===== src/design/uart_rb_pkg.sv =====
package uart_rb_pkg;

    localparam int RX_FIFO_DEPTH = 2;
    localparam int RX_PTR_W = (RX_FIFO_DEPTH > 1) ? $clog2(RX_FIFO_DEPTH) : 1;
    localparam int RX_CNT_W = $clog2(RX_FIFO_DEPTH + 1);

    localparam int BAUD_W   = 16;
    localparam int PERIOD_W = 20;
    localparam int ACC_W    = 21;
    localparam int BITS_W   = 4;

    localparam logic [PERIOD_W-1:0] MIN_PERIOD    = 20'd1024;
    localparam logic [BAUD_W-1:0]   MIN_BAUD      = 16'd64;
    localparam logic [ACC_W-1:0]    TICK_STEP     = 21'd64;
    localparam logic [BITS_W-1:0]   FRAME_BITS    = 4'd10;
    localparam logic [1:0]          RXMODE_DOUBLE = 2'b01;

    localparam int CA_RXCIE = 7;
    localparam int CA_TXCIE = 6;
    localparam int CA_DREIE = 5;
    localparam int CB_RXEN  = 7;
    localparam int CB_TXEN  = 6;
    localparam int CB_MPCM  = 0;
    localparam int ST_TXCIF = 6;

    localparam logic [7:0] CTRL_C_RESET = 8'h03;

    localparam logic [1:0] IRQ_RXC = 2'd0;
    localparam logic [1:0] IRQ_DRE = 2'd1;
    localparam logic [1:0] IRQ_TXC = 2'd2;

    typedef enum logic [2:0] {
        KIND_READ  = 3'd0,
        KIND_WRITE = 3'd1,
        KIND_TICK  = 3'd2,
        KIND_FRAME = 3'd3,
        KIND_ACK   = 3'd4
    } t_kind;

    typedef enum logic [3:0] {
        ADDR_RXDATAL = 4'd0,
        ADDR_RXDATAH = 4'd1,
        ADDR_TXDATAL = 4'd2,
        ADDR_TXDATAH = 4'd3,
        ADDR_STATUS  = 4'd4,
        ADDR_CTRLA   = 4'd5,
        ADDR_CTRLB   = 4'd6,
        ADDR_CTRLC   = 4'd7,
        ADDR_BAUDL   = 4'd8,
        ADDR_BAUDH   = 4'd9,
        ADDR_CTRLD   = 4'd10,
        ADDR_DBGCTRL = 4'd11
    } t_addr;

    typedef struct packed {
        logic [2:0] kind;
        logic [3:0] address;
        logic [7:0] write_value;
        logic [7:0] rx_byte;
        logic       rx_ninth_bit;
    } t_in_item;

    typedef struct packed {
        logic [7:0] read_data;
        logic       irq_pending;
        logic [1:0] irq_source;
        logic       ack_taken;
    } t_out_item;

    typedef struct packed {
        logic       pending;
        logic [1:0] source;
    } t_irq;

    function automatic t_irq find_irq(input logic rxcif, input logic dreif,
                                      input logic txcif, input logic [7:0] ctrl_a);
        t_irq r;
        r.pending = 1'b1;
        r.source  = IRQ_RXC;
        if (rxcif && ctrl_a[CA_RXCIE]) begin
            r.source = IRQ_RXC;
        end else if (dreif && ctrl_a[CA_DREIE]) begin
            r.source = IRQ_DRE;
        end else if (txcif && ctrl_a[CA_TXCIE]) begin
            r.source = IRQ_TXC;
        end else begin
            r.pending = 1'b0;
        end
        return r;
    endfunction

endpackage


===== src/design/uart_rb_core.sv =====
module uart_rb_core (
    input  logic                  i_clk,
    input  logic                  i_rst_n,
    input  logic                  i_step,
    input  uart_rb_pkg::t_in_item i_item,
    output uart_rb_pkg::t_out_item o_result
);

    localparam int PW = uart_rb_pkg::RX_PTR_W;
    localparam int CW = uart_rb_pkg::RX_CNT_W;
    localparam int BW = uart_rb_pkg::BITS_W;
    localparam int DEPTH = uart_rb_pkg::RX_FIFO_DEPTH;

    logic [7:0] r_ctrl_a, n_ctrl_a;
    logic [7:0] r_ctrl_b, n_ctrl_b;
    logic [7:0] r_ctrl_c, n_ctrl_c;
    logic [7:0] r_ctrl_d, n_ctrl_d;
    logic [7:0] r_dbg, n_dbg;
    logic [uart_rb_pkg::BAUD_W-1:0] r_baud, n_baud;
    logic r_rxcif, n_rxcif;
    logic r_txcif, n_txcif;
    logic r_dreif, n_dreif;

    logic [7:0] r_fifo_data [DEPTH];
    logic       r_fifo_d8   [DEPTH];
    logic       r_fifo_ovf  [DEPTH];
    logic [CW-1:0] r_count, n_count;
    logic [PW-1:0] r_rptr, n_rptr;
    logic [PW-1:0] r_wptr, n_wptr;

    logic r_shifting, n_shifting;
    logic r_buf_full, n_buf_full;
    logic [uart_rb_pkg::BITS_W-1:0]   r_bits, n_bits;
    logic [uart_rb_pkg::PERIOD_W-1:0] r_period, n_period;
    logic [uart_rb_pkg::ACC_W-1:0]    r_acc, n_acc;

    logic          fifo_we;
    logic          fifo_ovf_set;
    logic [PW-1:0] wptr_last;
    logic [PW-1:0] rptr_next;
    logic [PW-1:0] wptr_next;

    logic                             tick_start;
    logic [uart_rb_pkg::PERIOD_W-1:0] period_new;
    logic [uart_rb_pkg::PERIOD_W-1:0] period_eff;
    logic [uart_rb_pkg::ACC_W-1:0]    acc_base;
    logic [uart_rb_pkg::ACC_W-1:0]    acc_sum;
    logic [uart_rb_pkg::BITS_W-1:0]   bits_base;
    logic [uart_rb_pkg::BITS_W-1:0]   bits_dec;
    logic                             bit_done;

    uart_rb_pkg::t_irq irq_before;
    uart_rb_pkg::t_irq irq_after;
    logic [7:0]        rd;
    logic              ack;

    assign rptr_next = (r_rptr == PW'(DEPTH - 1)) ? '0 : r_rptr + PW'(1);
    assign wptr_next = (r_wptr == PW'(DEPTH - 1)) ? '0 : r_wptr + PW'(1);
    assign wptr_last = (r_wptr == '0) ? PW'(DEPTH - 1) : r_wptr - PW'(1);

    // transmit timing for a tick item
    always_comb begin
        tick_start = !r_shifting && r_buf_full;
        if (r_baud > uart_rb_pkg::MIN_BAUD) begin
            if (r_ctrl_b[2:1] == uart_rb_pkg::RXMODE_DOUBLE) begin
                period_new = {1'b0, r_baud, 3'b000};
            end else begin
                period_new = {r_baud, 4'b0000};
            end
        end else begin
            period_new = uart_rb_pkg::MIN_PERIOD;
        end
        period_eff = tick_start ? period_new : r_period;
        acc_base   = tick_start ? '0 : r_acc;
        bits_base  = tick_start ? uart_rb_pkg::FRAME_BITS : r_bits;
        acc_sum    = acc_base + uart_rb_pkg::TICK_STEP;
        bit_done   = (acc_sum >= {1'b0, period_eff});
        bits_dec   = (bits_base != '0) ? bits_base - BW'(1) : bits_base;
    end

    assign irq_before = uart_rb_pkg::find_irq(r_rxcif, r_dreif, r_txcif, r_ctrl_a);

    always_comb begin
        n_ctrl_a     = r_ctrl_a;
        n_ctrl_b     = r_ctrl_b;
        n_ctrl_c     = r_ctrl_c;
        n_ctrl_d     = r_ctrl_d;
        n_dbg        = r_dbg;
        n_baud       = r_baud;
        n_rxcif      = r_rxcif;
        n_txcif      = r_txcif;
        n_dreif      = r_dreif;
        n_count      = r_count;
        n_rptr       = r_rptr;
        n_wptr       = r_wptr;
        n_shifting   = r_shifting;
        n_buf_full   = r_buf_full;
        n_bits       = r_bits;
        n_period     = r_period;
        n_acc        = r_acc;
        fifo_we      = 1'b0;
        fifo_ovf_set = 1'b0;
        rd           = '0;
        ack          = 1'b0;
        case (i_item.kind)
            uart_rb_pkg::KIND_READ: begin
                case (i_item.address)
                    uart_rb_pkg::ADDR_RXDATAL: begin
                        if (r_count != '0) begin
                            rd      = r_fifo_data[r_rptr];
                            n_rptr  = rptr_next;
                            n_count = r_count - CW'(1);
                            if (r_count == CW'(1)) begin
                                n_rxcif = 1'b0;
                            end
                        end
                    end
                    uart_rb_pkg::ADDR_RXDATAH: begin
                        if (r_count != '0) begin
                            rd = {r_rxcif, r_fifo_ovf[r_rptr], 5'b00000, r_fifo_d8[r_rptr]};
                        end
                    end
                    uart_rb_pkg::ADDR_STATUS:  rd = {r_rxcif, r_txcif, r_dreif, 5'b00000};
                    uart_rb_pkg::ADDR_CTRLA:   rd = r_ctrl_a;
                    uart_rb_pkg::ADDR_CTRLB:   rd = r_ctrl_b;
                    uart_rb_pkg::ADDR_CTRLC:   rd = r_ctrl_c;
                    uart_rb_pkg::ADDR_BAUDL:   rd = r_baud[7:0];
                    uart_rb_pkg::ADDR_BAUDH:   rd = r_baud[15:8];
                    uart_rb_pkg::ADDR_CTRLD:   rd = r_ctrl_d;
                    uart_rb_pkg::ADDR_DBGCTRL: rd = r_dbg;
                    default:                   rd = '0;
                endcase
            end
            uart_rb_pkg::KIND_WRITE: begin
                case (i_item.address)
                    uart_rb_pkg::ADDR_TXDATAL: begin
                        if (r_ctrl_b[uart_rb_pkg::CB_TXEN]) begin
                            n_buf_full = 1'b1;
                            n_dreif    = 1'b0;
                            n_txcif    = 1'b0;
                        end
                    end
                    uart_rb_pkg::ADDR_STATUS: begin
                        if (i_item.write_value[uart_rb_pkg::ST_TXCIF]) begin
                            n_txcif = 1'b0;
                        end
                    end
                    uart_rb_pkg::ADDR_CTRLA:   n_ctrl_a = i_item.write_value;
                    uart_rb_pkg::ADDR_CTRLB:   n_ctrl_b = i_item.write_value;
                    uart_rb_pkg::ADDR_CTRLC:   n_ctrl_c = i_item.write_value;
                    uart_rb_pkg::ADDR_BAUDL:   n_baud[7:0] = i_item.write_value;
                    uart_rb_pkg::ADDR_BAUDH:   n_baud[15:8] = i_item.write_value;
                    uart_rb_pkg::ADDR_CTRLD:   n_ctrl_d = i_item.write_value;
                    uart_rb_pkg::ADDR_DBGCTRL: n_dbg = i_item.write_value;
                    default: begin
                    end
                endcase
            end
            uart_rb_pkg::KIND_TICK: begin
                if (tick_start) begin
                    n_buf_full = 1'b0;
                    n_dreif    = 1'b1;
                    n_period   = period_new;
                end
                if (r_shifting || tick_start) begin
                    n_shifting = 1'b1;
                    n_acc      = acc_sum;
                    n_bits     = bits_base;
                    if (bit_done) begin
                        n_acc  = acc_sum - {1'b0, period_eff};
                        n_bits = bits_dec;
                        if (bits_dec == '0) begin
                            n_shifting = 1'b0;
                            n_txcif    = 1'b1;
                        end
                    end
                end
            end
            uart_rb_pkg::KIND_FRAME: begin
                if (r_ctrl_b[uart_rb_pkg::CB_RXEN]
                        && !(r_ctrl_b[uart_rb_pkg::CB_MPCM] && !i_item.rx_ninth_bit)) begin
                    if (r_count < CW'(DEPTH)) begin
                        fifo_we = 1'b1;
                        n_wptr  = wptr_next;
                        n_count = r_count + CW'(1);
                        n_rxcif = 1'b1;
                    end else begin
                        fifo_ovf_set = 1'b1;
                    end
                end
            end
            uart_rb_pkg::KIND_ACK: begin
                if (irq_before.pending) begin
                    ack = 1'b1;
                    if (irq_before.source == uart_rb_pkg::IRQ_TXC) begin
                        n_txcif = 1'b0;
                    end
                end
            end
            default: begin
            end
        endcase
    end

    assign irq_after = uart_rb_pkg::find_irq(n_rxcif, n_dreif, n_txcif, n_ctrl_a);

    always_comb begin
        o_result.read_data   = rd;
        o_result.irq_pending = irq_after.pending;
        o_result.irq_source  = irq_after.source;
        o_result.ack_taken   = ack;
    end

    always_ff @(posedge i_clk) begin
        if (!i_rst_n) begin
            r_ctrl_a   <= '0;
            r_ctrl_b   <= '0;
            r_ctrl_c   <= uart_rb_pkg::CTRL_C_RESET;
            r_ctrl_d   <= '0;
            r_dbg      <= '0;
            r_baud     <= '0;
            r_rxcif    <= 1'b0;
            r_txcif    <= 1'b0;
            r_dreif    <= 1'b1;
            r_count    <= '0;
            r_rptr     <= '0;
            r_wptr     <= '0;
            r_shifting <= 1'b0;
            r_buf_full <= 1'b0;
            r_bits     <= '0;
            r_period   <= '0;
            r_acc      <= '0;
        end else if (i_step) begin
            r_ctrl_a   <= n_ctrl_a;
            r_ctrl_b   <= n_ctrl_b;
            r_ctrl_c   <= n_ctrl_c;
            r_ctrl_d   <= n_ctrl_d;
            r_dbg      <= n_dbg;
            r_baud     <= n_baud;
            r_rxcif    <= n_rxcif;
            r_txcif    <= n_txcif;
            r_dreif    <= n_dreif;
            r_count    <= n_count;
            r_rptr     <= n_rptr;
            r_wptr     <= n_wptr;
            r_shifting <= n_shifting;
            r_buf_full <= n_buf_full;
            r_bits     <= n_bits;
            r_period   <= n_period;
            r_acc      <= n_acc;
        end
    end

    // receive fifo storage, no reset
    always_ff @(posedge i_clk) begin
        if (i_step && fifo_we) begin
            r_fifo_data[r_wptr] <= i_item.rx_byte;
            r_fifo_d8[r_wptr]   <= i_item.rx_ninth_bit;
            r_fifo_ovf[r_wptr]  <= 1'b0;
        end else if (i_step && fifo_ovf_set) begin
            r_fifo_ovf[wptr_last] <= 1'b1;
        end
    end

    a_count_range: assert property (@(posedge i_clk) disable iff (!i_rst_n)
        r_count <= CW'(DEPTH))
        else $error("rx count beyond fifo depth");

    a_shift_bits: assert property (@(posedge i_clk) disable iff (!i_rst_n)
        r_shifting |-> (r_bits != '0))
        else $error("shifting with no bits left");

    a_acc_below_period: assert property (@(posedge i_clk) disable iff (!i_rst_n)
        r_shifting |-> (r_acc < {1'b0, r_period}))
        else $error("accumulator not below bit period");

    a_rx_flag_count: assert property (@(posedge i_clk) disable iff (!i_rst_n)
        r_rxcif == (r_count != '0))
        else $error("receive flag out of step with fifo count");

endmodule


===== src/design/uart_register_block_with_tx_timing.sv =====
// an accepted transaction waits in the input register, and its result is held in the output register
// throughput: one transaction per cycle unless the output stalls, transmit timing and fifo update done in one pass
// the output register decouples the sides, so input is taken while a result waits if the input register is empty
// reset: synchronous active low, registers return to their documented defaults
// fifo contents are not cleared by reset and are only read once written
module uart_register_block_with_tx_timing (
    input  logic                   i_clk,
    input  logic                   i_rst_n,
    input  logic                   i_in_valid,
    output logic                   o_in_ready,
    input  uart_rb_pkg::t_in_item  i_in_item,
    output logic                   o_out_valid,
    input  logic                   i_out_ready,
    output uart_rb_pkg::t_out_item o_out_item
);

    logic                   r_in_valid;
    uart_rb_pkg::t_in_item  r_in_item;
    logic                   r_out_valid;
    uart_rb_pkg::t_out_item r_out_item;
    uart_rb_pkg::t_out_item result;
    logic                   advance;
    logic                   step;

    assign advance    = !r_out_valid || i_out_ready;
    assign step       = r_in_valid && advance;
    assign o_in_ready = !r_in_valid || advance;

    uart_rb_core u_core (
        .i_clk    (i_clk),
        .i_rst_n  (i_rst_n),
        .i_step   (step),
        .i_item   (r_in_item),
        .o_result (result)
    );

    always_ff @(posedge i_clk) begin
        if (!i_rst_n) begin
            r_in_valid  <= 1'b0;
            r_out_valid <= 1'b0;
        end else begin
            if (o_in_ready) begin
                r_in_valid <= i_in_valid;
            end
            if (advance) begin
                r_out_valid <= r_in_valid;
            end
        end
    end

    always_ff @(posedge i_clk) begin
        if (o_in_ready && i_in_valid) begin
            r_in_item <= i_in_item;
        end
        if (step) begin
            r_out_item <= result;
        end
    end

    assign o_out_valid = r_out_valid;
    assign o_out_item  = r_out_item;

    a_src_legal: assert property (@(posedge i_clk) disable iff (!i_rst_n)
        o_out_valid |-> (o_out_item.irq_source != 2'd3))
        else $error("illegal interrupt source");

    a_src_idle: assert property (@(posedge i_clk) disable iff (!i_rst_n)
        (o_out_valid && !o_out_item.irq_pending) |-> (o_out_item.irq_source == '0))
        else $error("source set without pending interrupt");

    a_step_result: assert property (@(posedge i_clk) disable iff (!i_rst_n)
        step |=> o_out_valid)
        else $error("processed transaction gave no result");

endmodule

===== config.mk =====
export PLATFORM = sky130hd
export DESIGN_NAME = uart_register_block_with_tx_timing
export DESIGN_NICKNAME = d
export VERILOG_FILES = /design/src/design/uart_rb_pkg.sv /design/src/design/uart_rb_core.sv /design/src/design/uart_register_block_with_tx_timing.sv
export SDC_FILE = /design/constraint.sdc
export NUM_CORES = 1
export LEC_CHECK = 0
export BUFFER_PORTS_ARGS = -buffer_cell sky130_fd_sc_hd__buf_4
export CORE_MARGIN = 5
export CORE_UTILIZATION = 60
export DETAILED_ROUTE_END_ITERATION = 6
export PLACE_DENSITY_LB_ADDON = 0.12
export RECOVER_POWER = 100
export SLEW_MARGIN = 40
export SYNTH_ARGS = -nofsm -noshare
export SYNTH_HDL_FRONTEND = slang
export SYNTH_SLANG_ARGS = --single-unit

===== constraint.sdc =====
create_clock -name i_clk -period 5.2 [get_ports i_clk]
set_input_delay 0.26 -clock i_clk [delete_from_list [all_inputs] [get_ports i_clk]]
set_output_delay 0.26 -clock i_clk [all_outputs]
set_load 0.005 [all_outputs]

==> summary.md <==
| Metric | Value |
|---|---|
| Peak ir drop on the vdd network | `0.000331 V` |
| Post-cts sizing count | `0` |
| Via-per-instance ratio | `6.15` |
| Skew final | `14.7 ps` |
| Number of endpoints failing setup at the final stage | `0` |
| Most instantiated cells after synthesis | `nor2_1, dfxtp_1, mux2i_1` |
| Setup ws final | `846 ps` |
| Classification of the worst-slack hold path | `primary input to flip-flop` |
| Number of enable flip-flop cells after synthesis | `56` |
| Async set or reset register ratio after synthesis | `0%` |
| Floorplan die height | `131 um` |
| Die width | `131 um` |
| Grt ovf | `0` |
| Post-synthesis register bit count | `169` |
| Total detailed-routing wirelength | `22100 um` |
| Total Neg Setup Slack | `0 ps` |
| Post-layout net count | `1057` |
| TritonCTS clock tree | `yes` |
| Synthesized instance count | `962` |
| Number of global-route vias before repair | `6923` |
| Initial Util | `60.7%` |
| Number of core rows | `44` |
| Reg2reg setup slack | `990 ps` |
| Violations in the final reports | `capacitance limit, slew limit` |
| Power density of the placed cells | `282 nW/um^2` |
| Fraction of synthesized cell area taken by the top area cell type | `25.8%` |
| Dominant cell by count in the synthesized netlist | `nor2_1` |
| Clock insertion delay at the later pin of the skew report | `430 ps` |
| Cell type with the highest aggregate area in the netlist | `dfxtp_1` |
| Die Outline Area | `17100 sq um` |
| First-pass GRT wire length | `36300 um` |
| Post-layout min period | `4350 ps` |
| Slowest stage cell on the critical path | `clkbuf_1` |
| Yosys warnings | `0` |
| Worst slew pin tran | `4080 ps` |
| Cell types with the largest area share after synthesis | `dfxtp_1, edfxtp_1, mux2i_1` |
| Count of max-cap constraint violations | `2` |
| Data arrival, critical path | `4670 ps` |
| Area growth, synth to finish | `13.9%` |
| Static power due to leakage | `3.71 nW` |
| Top fanout value on the critical path | `87` |
| Cell type group with the largest total delay on the critical path | `buffers and inverters` |
| Placement-stage worst setup slack | `1090 ps` |
| Number of hold-slack violations in the final timing report | `0` |
| GRT Util Overall | `27.0%` |
| Max-slew violation total from the final report | `113` |
| Antenna violations before repair | `0` |
| Drt drc | `0` |
| Kind of start point of the critical path | `primary input` |
| Drt initial violations | `746` |
| DR vias | `7383` |
| Core outline area | `14400 sq um` |
| Count of cell types in the netlist | `73` |
| DP Wirelength | `15100 um` |
| Maximum frequency from static timing analysis | `230 MHz` |
| Run status | `finished, violations left` |
| Wire length per cell | `18.4 um` |
| Average footprint of a synthesized cell | `9.10 sq um` |
| Buffer and inverter count on the worst path | `3` |
| Cell area after synthesis | `8750 sq um` |
| Clock tree root buffer cell | `clkbuf_16` |
| Critical path type | `primary input to flip-flop` |
| Count of non-filler cells in the finished layout | `1201` |
| Cell Chain, Critical Path | `buf_4 > inv_1 > clkbuf_1 > nor2_1 > nand2_1 > o2bb2ai_1` |
| Clock-pin slew reported for the worst setup and hold paths after clock tree synthesis | `70 ps` |
| Headroom to the max-slew limit | `-172%` |
| Number of placed I/O pins | `42` |
| Final antenna diode count | `0` |
| Layout cells sized above 1 | `9.83%` |
| CTS H-tree depth | `4` |
| Capturing element type of the critical path | `flip-flop` |
| Number of nets in the synthesized netlist | `1015` |
| CTS max path bufs | `2` |
| Router iterations before antenna repair | `5` |
| RD Place Congestion | `0.900` |
| Antenna viol nets, final | `0` |
| Dominant register cell in the synthesized netlist | `dfxtp_1` |
| CTS buffer count | `17` |
| RSZ-0062 raised after global routing | `no` |
| Req. time, crit path | `5510 ps` |
| Post-synthesis sequential area ratio | `45.0%` |
| Pin count of the biggest net entering global routing | `88` |
| Share of the clock period used by the worst path | `83.7%` |
| Worst hold slack | `47.1 ps` |
| IO buf count | `41` |
| Number of clock sinks | `169` |
| Cell total after placement | `1146` |
| Delay contributed by the slowest stage of the critical path | `2840 ps` |
[per-stage QoR]
step           power [W]  area [sq um]  utilization [%]
5_1_grt          0.00290          9970             69.1
3_5_place_dp     0.00154          9190             63.7
2_1_floorplan    0.00149          8750                -
6_report         0.00281          9970             69.1
3_3_place_gp     0.00154          9180             63.6
4_1_cts          0.00282         10000             69.4
[timing repair]
item | 4_1_cts | 5_1_grt
hold buffers | 22 | 1
setup buffers | 0 | 0
hold endpoints to repair | 22 | 1
[per-layer routing]
metal / global-route usage, % / part of all wire, % / vias to the layer above
met4: 6.96 / 1.6 / 0
met1: 39.8 / 46 / 3520
met2: 40.9 / 45 / 270
met3: 5.57 / 7.9 / 27
li1: - / - / 3566
met5: 0 / 0 / -
[placed cells by master (no fill, tap or decap), drive strengths merged, types with 9 or more instances in the layout]
master | Yosys | routed
dlygate4sd3 | 0 | 23
clkbuf | 42 | 59
a22oi | 12 | 12
nand4 | 9 | 9
nand3 | 27 | 27
edfxtp | 56 | 56
ha | 24 | 24
nand2b | 9 | 9
inv | 22 | 33
o21ai | 41 | 41
nor2 | 156 | 156
nand2 | 80 | 80
buf | 9 | 9
and3 | 9 | 9
mux2i | 81 | 81
a211oi | 11 | 11
xor2 | 9 | 9
a21oi | 78 | 78
nor2b | 9 | 9
dfxtp | 113 | 113
xnor2 | 19 | 19
nor3 | 23 | 23
and2 | 12 | 12
[where the power goes]
group / total (W) / internal (W) / switching, W
clock: 0.00129 / 0.000689 / 0.000596
combinational: 0.000124 / 0.0000479 / 0.0000761
sequential: 0.00140 / 0.00138 / 0.0000194
total: 0.00281 / 0.00212 / 0.000692
[final timing paths]
check	start	endpoint	cells past startpoint
hold reg to reg	r_in_item[4]	u_core.r_fifo_data[1][3]	0
setup / recovery	i_rst_n	u_core.r_acc[0]	6
setup reg to reg	u_core.r_shifting	u_core.r_acc[13]	16
hold / removal	i_in_item[1]	r_in_item[1]	1
[final cells by class]
cell class / count / area [sq um]
Tap cell: 184 / 230
Sequential cell: 169 / 3940
Clock inverter: 15 / 170
Multi-Input combinational cell: 719 / 4520
Inverter: 23 / 86.3
Clock buffer: 17 / 425
Fill cell: 1113 / 4450
Timing Repair Buffer: 74 / 594
[cells by family (layout without fill, tap and decap cells)]
logic type | after synthesis | after routing | share of synthesized area, %
AO/OA/AOI/OAI | 227 | 227 | 17.1
XOR/XNOR | 28 | 28 | 2.80
adder cells (fa/ha/maj) | 25 | 25 | 3.66
buffers and inverters | 74 | 129 | 3.32
flip-flops | 169 | 169 | 45.0
multiplexers | 83 | 83 | 9.52
AND/OR/NAND/NOR | 356 | 356 | 18.6
[sequential cells by signal, indices dropped and copies added (netlist names), 4 cells and up, named ones only]
register	flops
u_core.r_ctrl_b	8
u_core.r_acc	21
u_core.r_baud	16
u_core.r_fifo_data	16
u_core.r_bits	4
u_core.r_ctrl_c	8
r_in_item	24
u_core.r_ctrl_a	8
o_out_item	12
u_core.r_period	20
u_core.r_dbg	8
u_core.r_ctrl_d	8
(Power assumes the default switching activity.)
